===== config.mk =====
export PLATFORM = sky130hd
export DESIGN_NAME = ising_ring_spin_update_top
export DESIGN_NICKNAME = d
export VERILOG_FILES = /design/src/rtl/isr_pkg.sv /design/src/rtl/isr_ram.sv /design/src/rtl/isr_cfg.sv /design/src/rtl/isr_core.sv /design/src/rtl/ising_ring_spin_update_top.sv
export SDC_FILE = /design/constraint.sdc
export NUM_CORES = 2
export LEC_CHECK = 0
export ABC_AREA = 1
export BUFFER_PORTS_ARGS = -buffer_cell sky130_fd_sc_hd__buf_2
export CAP_MARGIN = 20
export CORE_MARGIN = 2
export CORE_UTILIZATION = 55
export DETAILED_ROUTE_END_ITERATION = 8
export PLACE_DENSITY = 0.73
export SYNTH_ARGS = -nofsm -noshare
export SYNTH_HDL_FRONTEND = slang
export SYNTH_SLANG_ARGS = --single-unit

===== constraint.sdc =====
create_clock -name i_clk -period 32 [get_ports i_clk]
set_input_delay 4.8 -clock i_clk [delete_from_list [all_inputs] [get_ports i_clk]]
set_output_delay 4.8 -clock i_clk [all_outputs]
set_load 0.01 [all_outputs]

===== src/rtl/isr_pkg.sv =====
// shared widths, codes and the configuration record of the ising ring spin update block
package isr_pkg;

    // default ring storage depth
    localparam int MAX_SPINS_DEF = 1024;

    // field widths
    localparam int MODE_W    = 2;
    localparam int SITE_W    = 10;
    localparam int RING_W    = 11;
    localparam int THR_W     = 17;
    localparam int RND_W     = 16;
    localparam int MEAS_W    = 12;
    localparam int CNT_W     = 32;
    localparam int CFG_IDX_W = 3;
    localparam int NUM_THR   = 6;

    // item kinds
    localparam logic [MODE_W-1:0] MODE_LOAD    = 2'd0;
    localparam logic [MODE_W-1:0] MODE_UPDATE  = 2'd1;
    localparam logic [MODE_W-1:0] MODE_MEASURE = 2'd2;
    localparam logic [MODE_W-1:0] MODE_CLEAR   = 2'd3;

    // register indexes, thresholds follow the base in order
    localparam logic [CFG_IDX_W-1:0] CFG_RULE     = 3'd0;
    localparam logic [CFG_IDX_W-1:0] CFG_RING_LEN = 3'd1;
    localparam logic [CFG_IDX_W-1:0] CFG_THR_BASE = 3'd2;

    // update rules
    localparam logic RULE_METROPOLIS = 1'b0;
    localparam logic RULE_GIBBS      = 1'b1;

    // reset values
    localparam logic [RING_W-1:0] RING_LEN_RST = 11'd1024;
    localparam logic [THR_W-1:0]  THR_ONE      = 17'h10000;

    // configuration registers as seen by the datapath
    typedef struct packed {
        logic                             rule;
        logic [RING_W-1:0]                ring_length;
        logic [NUM_THR-1:0][THR_W-1:0]    thr;
    } t_cfg;

endpackage


===== src/rtl/isr_ram.sv =====
// generic single write port, single read port ram with registered read data
module isr_ram #(
    parameter int WIDTH = 1,
    parameter int DEPTH = isr_pkg::MAX_SPINS_DEF
) (
    input  logic                     i_clk,
    input  logic                     i_we,
    input  logic [$clog2(DEPTH)-1:0] i_waddr,
    input  logic [WIDTH-1:0]         i_wdata,
    input  logic [$clog2(DEPTH)-1:0] i_raddr,
    output logic [WIDTH-1:0]         o_rdata
);

    logic [WIDTH-1:0] mem [DEPTH];
    logic [WIDTH-1:0] r_rdata;

    // write port
    always_ff @(posedge i_clk) begin
        if (i_we) begin
            mem[i_waddr] <= i_wdata;
        end
    end

    // registered read port
    always_ff @(posedge i_clk) begin
        r_rdata <= mem[i_raddr];
    end

    assign o_rdata = r_rdata;

endmodule


===== src/rtl/isr_cfg.sv =====
// configuration register file: rule, ring length and six update thresholds
module isr_cfg (
    input  logic                             i_clk,
    input  logic                             i_rst_n,
    input  logic                             i_cfg_valid,
    output logic                             o_cfg_ready,
    input  logic [isr_pkg::CFG_IDX_W-1:0]    i_cfg_index,
    input  logic [isr_pkg::THR_W-1:0]        i_cfg_data,
    output isr_pkg::t_cfg                    o_cfg
);
    import isr_pkg::*;

    t_cfg                 r_cfg;
    t_cfg                 n_cfg;
    logic [CFG_IDX_W-1:0] thr_idx;

    // threshold slot from register index
    assign thr_idx = i_cfg_index - CFG_THR_BASE;

    // register write decode
    always_comb begin
        n_cfg = r_cfg;
        if (i_cfg_valid) begin
            case (i_cfg_index)
                CFG_RULE:     n_cfg.rule        = i_cfg_data[0];
                CFG_RING_LEN: n_cfg.ring_length = i_cfg_data[RING_W-1:0];
                default:      n_cfg.thr[thr_idx] = i_cfg_data;
            endcase
        end
    end

    // register state
    always_ff @(posedge i_clk) begin
        if (!i_rst_n) begin
            r_cfg.rule        <= RULE_METROPOLIS;
            r_cfg.ring_length <= RING_LEN_RST;
            r_cfg.thr         <= {NUM_THR{THR_ONE}};
        end else begin
            r_cfg <= n_cfg;
        end
    end

    assign o_cfg_ready = 1'b1;
    assign o_cfg       = r_cfg;

endmodule


===== src/rtl/isr_core.sv =====
// spin ring sequencer: clearing pass, load, update and measure over the spin ram, and a counter clear
module isr_core #(
    parameter int MAX_SPINS = isr_pkg::MAX_SPINS_DEF
) (
    input  logic                        i_clk,
    input  logic                        i_rst_n,
    input  isr_pkg::t_cfg               i_cfg,
    input  logic                        i_start,
    output logic                        o_busy,
    input  logic [isr_pkg::MODE_W-1:0]  i_mode,
    input  logic [isr_pkg::SITE_W-1:0]  i_site,
    input  logic                        i_spin_value,
    input  logic [isr_pkg::RND_W-1:0]   i_random_u,
    output logic                        o_done,
    output logic                        o_new_spin,
    output logic                        o_changed,
    output logic [isr_pkg::MEAS_W-1:0]  o_magnetization,
    output logic [isr_pkg::MEAS_W-1:0]  o_bond_sum,
    output logic [isr_pkg::CNT_W-1:0]   o_accepted_count,
    output logic [isr_pkg::CNT_W-1:0]   o_attempted_count,
    output logic                        o_bad_site
);
    import isr_pkg::*;

    localparam int AW     = $clog2(MAX_SPINS);
    localparam int LEN_CW = $clog2(MAX_SPINS + 1);
    localparam int LEN_W  = (LEN_CW > RING_W) ? LEN_CW : RING_W;

    // sequencer states
    localparam logic [2:0] ST_INIT  = 3'd0;
    localparam logic [2:0] ST_IDLE  = 3'd1;
    localparam logic [2:0] ST_LOAD  = 3'd2;
    localparam logic [2:0] ST_UPD_L = 3'd3;
    localparam logic [2:0] ST_UPD_R = 3'd4;
    localparam logic [2:0] ST_UPD_S = 3'd5;
    localparam logic [2:0] ST_MEAS  = 3'd6;

    localparam logic [MEAS_W-1:0] M_PLUS  = MEAS_W'(1);
    localparam logic [MEAS_W-1:0] M_MINUS = {MEAS_W{1'b1}};

    function automatic logic [CNT_W-1:0] sat_inc(input logic [CNT_W-1:0] v);
        return (&v) ? v : v + CNT_W'(1);
    endfunction

    logic [2:0]        r_state, n_state;
    logic [AW-1:0]     r_clr, n_clr;
    logic [LEN_W-1:0]  r_site, n_site;
    logic              r_val, n_val;
    logic [RND_W-1:0]  r_rnd, n_rnd;
    logic              r_left, n_left;
    logic              r_right, n_right;
    logic [LEN_W-1:0]  r_pos, n_pos;
    logic [MEAS_W-1:0] r_mag, n_mag;
    logic [MEAS_W-1:0] r_bond, n_bond;
    logic              r_first, n_first;
    logic              r_prev, n_prev;
    logic [CNT_W-1:0]  r_acc, n_acc;
    logic [CNT_W-1:0]  r_att, n_att;
    logic              r_done, n_done;
    logic              r_new_spin, n_new_spin;
    logic              r_changed, n_changed;
    logic [MEAS_W-1:0] r_mag_out, n_mag_out;
    logic [MEAS_W-1:0] r_bond_out, n_bond_out;
    logic              r_bad, n_bad;

    logic [LEN_W-1:0]  ring_ext;
    logic [LEN_W-1:0]  eff_len;
    logic [LEN_W-1:0]  site_src;
    logic [LEN_W-1:0]  site_inc;
    logic [LEN_W-1:0]  left_idx;
    logic [LEN_W-1:0]  right_idx;
    logic              accept;
    logic              bad_in;

    logic              ram_we;
    logic [AW-1:0]     ram_waddr;
    logic              ram_wdata;
    logic [AW-1:0]     ram_raddr;
    logic              ram_rdata;

    logic [2:0]        thr_sel;
    logic [THR_W-1:0]  thr;
    logic              thr_ge;
    logic              thr_gt;
    logic              metro;
    logic              next_spin;

    logic [LEN_W-1:0]  meas_next;
    logic              meas_last;
    logic              first;
    logic [MEAS_W-1:0] mag_step;
    logic [MEAS_W-1:0] bond_step;
    logic [MEAS_W-1:0] bond_final;

    // spin storage
    isr_ram #(
        .WIDTH (1),
        .DEPTH (MAX_SPINS)
    ) u_spins (
        .i_clk   (i_clk),
        .i_we    (ram_we),
        .i_waddr (ram_waddr),
        .i_wdata (ram_wdata),
        .i_raddr (ram_raddr),
        .o_rdata (ram_rdata)
    );

    // effective ring length, clamped to [2, MAX_SPINS]
    assign ring_ext = LEN_W'(i_cfg.ring_length);
    always_comb begin
        if (ring_ext < LEN_W'(2)) begin
            eff_len = LEN_W'(2);
        end else if (ring_ext > LEN_W'(MAX_SPINS)) begin
            eff_len = LEN_W'(MAX_SPINS);
        end else begin
            eff_len = ring_ext;
        end
    end

    // neighbour addresses around the ring
    assign site_src  = (r_state == ST_IDLE) ? LEN_W'(i_site) : r_site;
    assign site_inc  = site_src + LEN_W'(1);
    assign left_idx  = (site_src == '0) ? eff_len - LEN_W'(1) : site_src - LEN_W'(1);
    assign right_idx = (site_inc == eff_len) ? '0 : site_inc;

    // handshake and site range check
    assign o_busy = (r_state != ST_IDLE);
    assign accept = i_start && !o_busy;
    assign bad_in = ((i_mode == MODE_LOAD) || (i_mode == MODE_UPDATE))
                    && (LEN_W'(i_site) >= eff_len);

    // threshold select and acceptance test
    assign thr_sel   = (ram_rdata ? 3'd0 : 3'd3) + {2'b00, r_left} + {2'b00, r_right};
    assign thr       = i_cfg.thr[thr_sel];
    assign thr_ge    = thr >= {1'b0, r_rnd};
    assign thr_gt    = thr > {1'b0, r_rnd};
    assign metro     = (i_cfg.rule == RULE_METROPOLIS);
    assign next_spin = metro ? (thr_ge ? ~ram_rdata : ram_rdata) : thr_gt;

    // ring walk accumulation
    assign meas_next  = r_pos + LEN_W'(1);
    assign meas_last  = (r_pos == eff_len - LEN_W'(1));
    assign first      = (r_pos == '0) ? ram_rdata : r_first;
    assign mag_step   = r_mag + (ram_rdata ? M_PLUS : M_MINUS);
    assign bond_step  = (r_pos == '0) ? r_bond
                        : r_bond + ((ram_rdata == r_prev) ? M_PLUS : M_MINUS);
    assign bond_final = bond_step + ((ram_rdata == first) ? M_PLUS : M_MINUS);

    // sequencer next state and datapath
    always_comb begin
        n_state    = r_state;
        n_clr      = r_clr;
        n_site     = r_site;
        n_val      = r_val;
        n_rnd      = r_rnd;
        n_left     = r_left;
        n_right    = r_right;
        n_pos      = r_pos;
        n_mag      = r_mag;
        n_bond     = r_bond;
        n_first    = r_first;
        n_prev     = r_prev;
        n_acc      = r_acc;
        n_att      = r_att;
        n_done     = 1'b0;
        n_new_spin = r_new_spin;
        n_changed  = r_changed;
        n_mag_out  = r_mag_out;
        n_bond_out = r_bond_out;
        n_bad      = r_bad;
        ram_we     = 1'b0;
        ram_waddr  = r_site[AW-1:0];
        ram_wdata  = r_val;
        ram_raddr  = site_src[AW-1:0];

        case (r_state)
            ST_INIT: begin
                ram_we    = 1'b1;
                ram_waddr = r_clr;
                ram_wdata = 1'b1;
                n_clr     = r_clr + AW'(1);
                if (r_clr == AW'(MAX_SPINS - 1)) begin
                    n_state = ST_IDLE;
                end
            end
            ST_IDLE: begin
                if (accept) begin
                    n_site = LEN_W'(i_site);
                    n_val  = i_spin_value;
                    n_rnd  = i_random_u;
                    if (bad_in) begin
                        n_done     = 1'b1;
                        n_new_spin = 1'b0;
                        n_changed  = 1'b0;
                        n_mag_out  = '0;
                        n_bond_out = '0;
                        n_bad      = 1'b1;
                    end else begin
                        case (i_mode)
                            MODE_LOAD: begin
                                n_state = ST_LOAD;
                            end
                            MODE_UPDATE: begin
                                ram_raddr = left_idx[AW-1:0];
                                n_state   = ST_UPD_L;
                            end
                            MODE_MEASURE: begin
                                ram_raddr = '0;
                                n_pos     = '0;
                                n_mag     = '0;
                                n_bond    = '0;
                                n_state   = ST_MEAS;
                            end
                            default: begin
                                n_acc      = '0;
                                n_att      = '0;
                                n_done     = 1'b1;
                                n_new_spin = 1'b0;
                                n_changed  = 1'b0;
                                n_mag_out  = '0;
                                n_bond_out = '0;
                                n_bad      = 1'b0;
                            end
                        endcase
                    end
                end
            end
            ST_LOAD: begin
                ram_we     = 1'b1;
                ram_wdata  = r_val;
                n_done     = 1'b1;
                n_new_spin = r_val;
                n_changed  = (ram_rdata != r_val);
                n_mag_out  = '0;
                n_bond_out = '0;
                n_bad      = 1'b0;
                n_state    = ST_IDLE;
            end
            ST_UPD_L: begin
                n_left    = ram_rdata;
                ram_raddr = right_idx[AW-1:0];
                n_state   = ST_UPD_R;
            end
            ST_UPD_R: begin
                n_right   = ram_rdata;
                ram_raddr = r_site[AW-1:0];
                n_state   = ST_UPD_S;
            end
            ST_UPD_S: begin
                ram_we    = 1'b1;
                ram_wdata = next_spin;
                if (metro) begin
                    n_att = sat_inc(r_att);
                    if (thr_ge) begin
                        n_acc = sat_inc(r_acc);
                    end
                end
                n_done     = 1'b1;
                n_new_spin = next_spin;
                n_changed  = (next_spin != ram_rdata);
                n_mag_out  = '0;
                n_bond_out = '0;
                n_bad      = 1'b0;
                n_state    = ST_IDLE;
            end
            ST_MEAS: begin
                ram_raddr = meas_next[AW-1:0];
                n_pos     = meas_next;
                n_mag     = mag_step;
                n_bond    = bond_step;
                n_first   = first;
                n_prev    = ram_rdata;
                if (meas_last) begin
                    n_done     = 1'b1;
                    n_new_spin = 1'b0;
                    n_changed  = 1'b0;
                    n_mag_out  = mag_step;
                    n_bond_out = bond_final;
                    n_bad      = 1'b0;
                    n_state    = ST_IDLE;
                end
            end
            default: begin
                n_state = ST_INIT;
            end
        endcase
    end

    // control registers
    always_ff @(posedge i_clk) begin
        if (!i_rst_n) begin
            r_state <= ST_INIT;
            r_clr   <= '0;
            r_acc   <= '0;
            r_att   <= '0;
            r_done  <= 1'b0;
        end else begin
            r_state <= n_state;
            r_clr   <= n_clr;
            r_acc   <= n_acc;
            r_att   <= n_att;
            r_done  <= n_done;
        end
    end

    // payload registers
    always_ff @(posedge i_clk) begin
        r_site     <= n_site;
        r_val      <= n_val;
        r_rnd      <= n_rnd;
        r_left     <= n_left;
        r_right    <= n_right;
        r_pos      <= n_pos;
        r_mag      <= n_mag;
        r_bond     <= n_bond;
        r_first    <= n_first;
        r_prev     <= n_prev;
        r_new_spin <= n_new_spin;
        r_changed  <= n_changed;
        r_mag_out  <= n_mag_out;
        r_bond_out <= n_bond_out;
        r_bad      <= n_bad;
    end

    assign o_done            = r_done;
    assign o_new_spin        = r_new_spin;
    assign o_changed         = r_changed;
    assign o_magnetization   = r_mag_out;
    assign o_bond_sum        = r_bond_out;
    assign o_accepted_count  = r_acc;
    assign o_attempted_count = r_att;
    assign o_bad_site        = r_bad;

`ifndef SYNTHESIS
    // accepted flips never outnumber attempts
    a_acc_le_att: assert property (@(posedge i_clk) disable iff (!i_rst_n)
        r_acc <= r_att)
        else $error("accepted count above attempted count");

    // the ring walk never writes the spin ram
    a_meas_no_write: assert property (@(posedge i_clk) disable iff (!i_rst_n)
        (r_state == ST_MEAS) |-> !ram_we)
        else $error("spin ram written during measure");

    // an accepted item either keeps the block busy or reports at once
    a_accept_progress: assert property (@(posedge i_clk) disable iff (!i_rst_n)
        accept |=> (o_busy || o_done))
        else $error("accepted item neither busy nor reported");

    // a bad site report carries no spin change
    a_bad_no_change: assert property (@(posedge i_clk) disable iff (!i_rst_n)
        (o_done && o_bad_site) |-> (!o_new_spin && !o_changed))
        else $error("bad site result shows a spin");
`endif

endmodule


===== src/rtl/ising_ring_spin_update_top.sv =====
// top level of the ising ring spin update block: configuration registers and spin sequencer
//
// channel   direction  handshake                      payload
// -------   ---------  -----------------------------  ------------------------------------------
// item      in         start high while busy low      i_mode, i_site, i_spin_value, i_random_u
// result    out        o_done high for one cycle      o_new_spin, o_changed, o_magnetization,
//                                                     o_bond_sum, o_accepted_count,
//                                                     o_attempted_count, o_bad_site
// config    in         i_cfg_valid and o_cfg_ready    i_cfg_index, i_cfg_data
//
// per beat: load writes the spin; update reads left, right and own spin one after the other
// through the single ram read port, then writes the new spin; measure walks the ring with its
// length clamped to [2, MAX_SPINS] (one spin read per cycle); clear and bad site report from
// idle. the result strobe comes in the cycle after the last step.
// after reset a clearing pass writes every spin up with busy high;
// configuration writes are taken throughout.
// the receiver cannot stall: each result is shown for exactly one cycle.
module ising_ring_spin_update_top #(
    parameter int MAX_SPINS = isr_pkg::MAX_SPINS_DEF
) (
    input  logic                               i_clk,
    input  logic                               i_rst_n,
    input  logic                               start,
    output logic                               busy,
    input  logic [isr_pkg::MODE_W-1:0]         i_mode,
    input  logic [isr_pkg::SITE_W-1:0]         i_site,
    input  logic                               i_spin_value,
    input  logic [isr_pkg::RND_W-1:0]          i_random_u,
    output logic                               o_done,
    output logic                               o_new_spin,
    output logic                               o_changed,
    output logic signed [isr_pkg::MEAS_W-1:0]  o_magnetization,
    output logic signed [isr_pkg::MEAS_W-1:0]  o_bond_sum,
    output logic [isr_pkg::CNT_W-1:0]          o_accepted_count,
    output logic [isr_pkg::CNT_W-1:0]          o_attempted_count,
    output logic                               o_bad_site,
    input  logic                               i_cfg_valid,
    output logic                               o_cfg_ready,
    input  logic [isr_pkg::CFG_IDX_W-1:0]      i_cfg_index,
    input  logic [isr_pkg::THR_W-1:0]          i_cfg_data
);
    import isr_pkg::*;

    t_cfg              cfg;
    logic [MEAS_W-1:0] mag;
    logic [MEAS_W-1:0] bond;

    // configuration registers
    isr_cfg u_cfg (
        .i_clk       (i_clk),
        .i_rst_n     (i_rst_n),
        .i_cfg_valid (i_cfg_valid),
        .o_cfg_ready (o_cfg_ready),
        .i_cfg_index (i_cfg_index),
        .i_cfg_data  (i_cfg_data),
        .o_cfg       (cfg)
    );

    // spin ring sequencer with its ram
    isr_core #(
        .MAX_SPINS (MAX_SPINS)
    ) u_core (
        .i_clk             (i_clk),
        .i_rst_n           (i_rst_n),
        .i_cfg             (cfg),
        .i_start           (start),
        .o_busy            (busy),
        .i_mode            (i_mode),
        .i_site            (i_site),
        .i_spin_value      (i_spin_value),
        .i_random_u        (i_random_u),
        .o_done            (o_done),
        .o_new_spin        (o_new_spin),
        .o_changed         (o_changed),
        .o_magnetization   (mag),
        .o_bond_sum        (bond),
        .o_accepted_count  (o_accepted_count),
        .o_attempted_count (o_attempted_count),
        .o_bad_site        (o_bad_site)
    );

    // signed view of the measure sums
    assign o_magnetization = $signed(mag);
    assign o_bond_sum      = $signed(bond);

endmodule


After elaboration in Yosys (flattened, before gate mapping) --
Memories as Yosys holds them, arrays and structs flattened. A register that Yosys moved wholly into a read port is not among the register bits. Cells that the tools add are included.
Word-level totals: word-level logic and storage cells 184, input port bits 53, output and inout bits 94, bits in latches 0, RAM bits 1024, register bits 285, memories 1, bits in read-only memories 0
Cells by class: $lt $le $gt $ge 8, reductions and logical operators 30, equal/unequal tests 29, divide/modulo/power cells 0, mux-type cells 73, add/subtract/negate cells 13, bitwise operators 2, $mul 0, shift-type cells 0
Memory list:
- u_core.u_spins.mem | words 1024, bits a word 1, read ports 1, clocked after memory_dff 1, wr ports 1, line isr_ram.sv:14 | logic [WIDTH-1:0] mem [DEPTH];
Operators by type and width (count):
- 32-bit two-way mux | 8
- 12-bit two-way mux | 12
- 32-bit case mux with 2 select lines | 2
- 102-bit bitwise mux | 1
- 12-bit case mux with 3 select lines | 2
- 32-bit by 1-bit adder with 32-bit output (second input constant) | 2
- 32-bit AND reduction | 2
- 10-bit two-way mux | 6
- 11-bit two-way mux | 5
- 17-bit binary-select mux with 3-bit select | 1
- 17-bit demux with 3-bit select | 1
- 12-bit case mux with 2 select lines | 2
- 10-bit case mux with 4 select lines | 1
- 12-bit adder | 3
- 17-bit two-way mux | 2
- 11-bit == test | 2
- 11-bit zero test | 2
- 11-bit case mux with 2 select lines | 1
- 10-bit case mux with 2 select lines | 1
- 3-bit case mux with 6 select lines | 1
- 17-bit by 16-bit greater-or-equal comparator with 1-bit output | 1
- 17-bit by 16-bit greater-than comparator with 1-bit output | 1
- 1-bit two-way mux | 16
- 3-bit two-way mux | 4
- 46 further kinds | 76

Longest topological paths before layout --
depth in word-level cells 10, gate-level depth with buffers 35, depth with buffers taken out 33

Cells and area by module --
From an unflattened synthesis, not the netlist that was laid out.
Unflattened totals: cell total of the unflattened synthesis 7183, area, all modules 63875.0 µm²
Modules (own cells, without submodules):
- isr_ram | area each 46392.0 µm², sequential area each 30769.5 µm², times used 1, cells an instance 4679
- isr_core | area each 12939.9 µm², sequential area each 4354.2 µm², times used 1, cells an instance 1859
- isr_cfg | area each 4543.1 µm², sequential area each 2282.2 µm², times used 1, cells an instance 645

Worst setup path after synthesis --
Ideal clock, no wire load.
path type register to register, start point register u_core.u_spins.r_rdata, in the netlist u_core.u_spins.o_rdata (read register of u_core.u_spins.mem), end point memory u_core.u_spins.mem[0], data pin, required time 30.380 ns, period minus slack after synthesis 11.993 ns, cell stages (with the launch flop) 25, library setup time 1.620 ns, arrival 10.373 ns, setup slack 20.007 ns, path buffers 4, cells stage by stage dfxtp_1 > fa_1 > clkbuf_1 > clkbuf_1 > clkbuf_1 > clkbuf_1 > nor2_1 > o22ai_1 > ha_1 > a21oi_1 > o21ai_0 > a21oi_1 > o21bai_1 > nand2_1 > nand2_1 > nand2_1 > inv_1 > nor2_1 > o21ai_0 > nand2_1 > nand4_1 > o21ai_0 > o211ai_1 > o21ai_0 > or2_2
On the way: word-level cells in the longest chain between the ends 9, elaborated cells on any way between the ends 11, classes of those cells add/sub (2); order compare (2); mux (6); bitwise (1)
Ends and longest elaborated chain:
- start, declared | line isr_ram.sv:15 | logic [WIDTH-1:0] r_rdata;
- 2-bit two-way mux | line isr_core.sv:133 | assign thr_sel = (ram_rdata ? 3'd0 : 3'd3) + {2'b00, r_left} + {2'b00, r_right};
- 3-bit by 1-bit adder with 3-bit output (2 in series) | line isr_core.sv:133
- 17-bit binary-select mux with 3-bit select | line isr_core.sv:134 | assign thr = i_cfg.thr[thr_sel];
- 17-bit two-way mux (implied by the code) | line isr_core.sv:134
- 17-bit by 16-bit greater-or-equal comparator with 1-bit output | line isr_core.sv:135 | assign thr_ge = thr >= {1'b0, r_rnd};
- 1-bit two-way mux | line isr_core.sv:138 | assign next_spin = metro ? (thr_ge ? ~ram_rdata : ram_rdata) : thr_gt;
- 1-bit two-way mux (*) | line isr_core.sv:138
- 1-bit case mux with 2 select lines (*) | line isr_core.sv:176 | case (r_state)
- via u_core.ram_wdata | line isr_core.sv:77 | logic ram_wdata;
- end, declared | line isr_ram.sv:14
Mark *: on every way through the listed nets, which the timed path passes. The rest lies on a longest branch. The select of a mux whose other input is x is not followed.

Worst setup path after layout --
start point input port i_site[8] in the netlist's numbering, end point register u_core.u_spins.r_rdata, in the netlist u_core.u_spins.o_rdata (read register of u_core.u_spins.mem)
On the way: word-level cells in the longest chain between the ends 7, elaborated cells on any way between the ends 13, classes of those cells add/sub (2); order compare (1); eq/ne (1); mux (7); reduce/logical (2)
Ends and longest elaborated chain:
- start, declared | line ising_ring_spin_update_top.sv:26 | input logic [isr_pkg::SITE_W-1:0] i_site,
- 10-bit two-way mux | line isr_core.sv:121 | assign site_src = (r_state == ST_IDLE) ? LEN_W'(i_site) : r_site;
- 10-bit by 1-bit subtractor with 10-bit output / 11-bit zero test (equally long branches) | line isr_core.sv:123 | assign left_idx = (site_src == '0) ? eff_len - LEN_W'(1) : site_src - LEN_W'(1);
- 10-bit two-way mux | line isr_core.sv:123
- 10-bit case mux with 2 select lines | line isr_core.sv:199 | case (i_mode)
- 10-bit two-way mux | line isr_core.sv:191 | if (bad_in) begin
- 10-bit two-way mux | line isr_core.sv:187 | if (accept) begin
- 10-bit case mux with 4 select lines (*) | line isr_core.sv:176
Mark *: on every way between the ends. The rest lies on a longest branch, timed or not. A chain may end at the register's enable or synchronous reset.

==> flow_summary.ini <==
[status]
status = finished, final reports clean

[floorplanning]
rows = 125
core_sq_um = 116000
die_h_um = 346
die_w_um = 346
start_util_pct = 55.4
io_pins = 147
die-area_sq_um = 120000

[timing]
worst_hold_slack_ns = 0.452
slew_headroom_pct = 17.7
fin_crit_ns = 11.00
worst_pin_slew_ns = 1.23
fin_setup_tns_ns = 0
clock_skew_ns = 0.0382
setup_viol = 0
maxSlewViolCount = 0
hold_viol_final = 0
max_freq_mhz = 90.9
finalCritPeriodShare_pct = 34.4
rsz0062_at_grt = no

[global_route]
met1_usage_pct = 41.9
grtUsageMet2_pct = 49.5
grt_pass1_wl_um = 286000
busiest_layer = met2
met3_usage_pct = 5.48
grtUsageTotal_pct = 31.1
grt_overflow = 0
grt_pass1_vias = 48100
antenna_found_initial = 5
grt_max_degree = 301

[clocking]
cts_resized = 0
ctsHoldBuffers = 0
cts_max_path_buffers = 3
post_cts_buffers = 0
cts_tree = built
path_clk_slew_ns = 0.06
clkSinkCount = 1310
htreeDepth = 4
cts_buffers = 141
cts_root_buf = clkbuf_16
clk_latency_ns = 0.77

[synth]
syn_area_sq_um = 64400
syn_area_per_cell_sq_um = 8.93
synth_ff_type = edfxtp_1
synth_top_area_share_pct = 52.1
synth_edf_count = 1117
synth-async-reset-ratio_pct = 0
synth_nets = 7337
ys_ff_latch = 1310
seq_area_frac_synth_pct = 58.1
synth_top_cells_by_area = edfxtp_1, nor2_1, nand2_1
yosys.area.top_type = edfxtp_1
synth_cell_types = 61
syn-instance-count = 7210
synth_warnings = 0

[route]
drtIter0Drc = 7114
drtAntennaViolNets = 0
drc_errors = 0
routed-via-count = 52000
via_per_inst = 5.94
wl_um = 191000
wl_per_cell_um = 21.8
first_pass_iters = 6

[pwr]
p_total_mw = 4.92
ir_worst_vdd_v = 0.0000582
p_per_area_nw_per_um2 = 69.6
p_leak_nw = 26.4

[cells_and_area]
final_util_pct = 60.9
finish.instance_area_sq_um = 70700
final_nets = 7232
final_cell_mix = nor2_1, nand2_1, edfxtp_1
layout_commonest_cell = nor2_1
area_growth_pct = 9.87
drive_gt1_share_pct = 7.32

[critical_path]
path_delay_family = simple AND/OR/NAND/NOR gates
cpMostUsedCell = nand3_1
cp.required_ns = 32.65
crit_path_max_incr_delay_ns = 0.83
r2r-start = u_core.u_spins.o_rdata
path_class = in2reg
critical-path-slowest-cell = nand2_8
cp-start-kind = input pin
crit_path_end_kind = register
path_buf_inv = 3
arrival_ns = 11.65
cp-startpoint = i_site[8]
crit_fanout = 207

[min_path]
worstHoldStart = u_cfg.o_cfg[84]
hold_path.class = reg2reg

[place]
place_area_sq_um = 65600
io_buffers = 145
hpwl_um = 99100
gp_congestion = 0.953

[flow_run]
maxCapViolCount = 0
registers in the layout, summed over array words and instances (netlist names), 3 cells and up:
signal,flops
u_core.o_bond_sum,12
u_core.r_bond,12
u_cfg.o_cfg,114
u_core.r_site,10
u_core.r_rnd,16
u_core.u_spins.mem,1024
u_core.r_pos,11
u_core.o_attempted_count,32
u_core.r_state,3
u_core.r_mag,12
u_core.o_accepted_count,32
u_core.r_clr,10
u_core.o_magnetization,12
Yosys cell counts (38+ instances only):
library cell     n
buf_2          131
dfxtp_1        193
ha_1            70
o211ai_1       191
o21ai_0        226
clkbuf_1       299
edfxtp_1      1117
nand2_1       1263
nand3b_1       168
nor2_1        1467
a21oi_1        146
inv_1          736
nor3_1          67
nand3_1        823
buf_4           38
path summary, 6_finish.rpt:
check                                 end  slack [ns]  cells after the start
setup / recovery   u_core.u_spins.o_rdata       21.00                     25
hold / removal            u_cfg.o_cfg[84]        0.45                      2
setup reg to reg  u_core.u_spins.mem[642]       22.56                     28
hold reg to reg           u_cfg.o_cfg[84]        0.45                      2
per-stage QoR:
step,instances,worst slack (ns)
finish,8744,21.00
global route,8742,20.58
CTS,8716,21.27
detailed placement,8463,20.49
global placement,8463,20.64
floorplan,7210,20.01
worst min-delay path: stages, from the launching register on:
cell	delay [ns]
dfxtp_1	0.32
nand2_1	0.05
nand3_1	0.05
final cells by class:
| cell class | instances | area (sq um) |
|---|---|---|
| fill | 9659 | 45500 |
| sequential | 1310 | 37400 |
| multi-input combinational | 4649 | 22100 |
| clock buffer | 191 | 3890 |
| inverter | 752 | 2840 |
| timing repair buffer | 251 | 2000 |
| tap | 1524 | 1910 |
| clock inverter | 62 | 574 |
| antenna | 5 | 12.5 |
per-layer routing:
layer | vias to the layer above | part of all wire (%) | wire (um)
met1 | 24800 | 39 | 73600
met3 | 511 | 11 | 20200
met2 | 2821 | 47 | 88600
met4 | 0 | 4.3 | 8130
li1 | 23800 | - | -
met5 | - | 0 | 0
cell families (layout without fill, tap and decap cells):
kind of cell             Yosys count  after routing  share of synthesized area, %
other                              1              6                       0.00583
AND/OR/NAND/NOR                 3876           3876                          25.8
AO/OA/AOI/OAI                    672            672                          6.42
XOR/XNOR                          26             26                         0.354
flip-flops                      1310           1310                          58.1
adder cells (fa/ha/maj)           74             74                          1.49
buffers and inverters           1251           1256                          7.86
power by group:
| group | total [mW] | switching [mW] | internal [mW] |
|---|---|---|---|
| sequential | 1.90 | 0.0119 | 1.89 |
| clock | 1.60 | 0.682 | 0.914 |
| combinational | 1.42 | 1.04 | 0.384 |
Power figures use the tool's default switching activity.
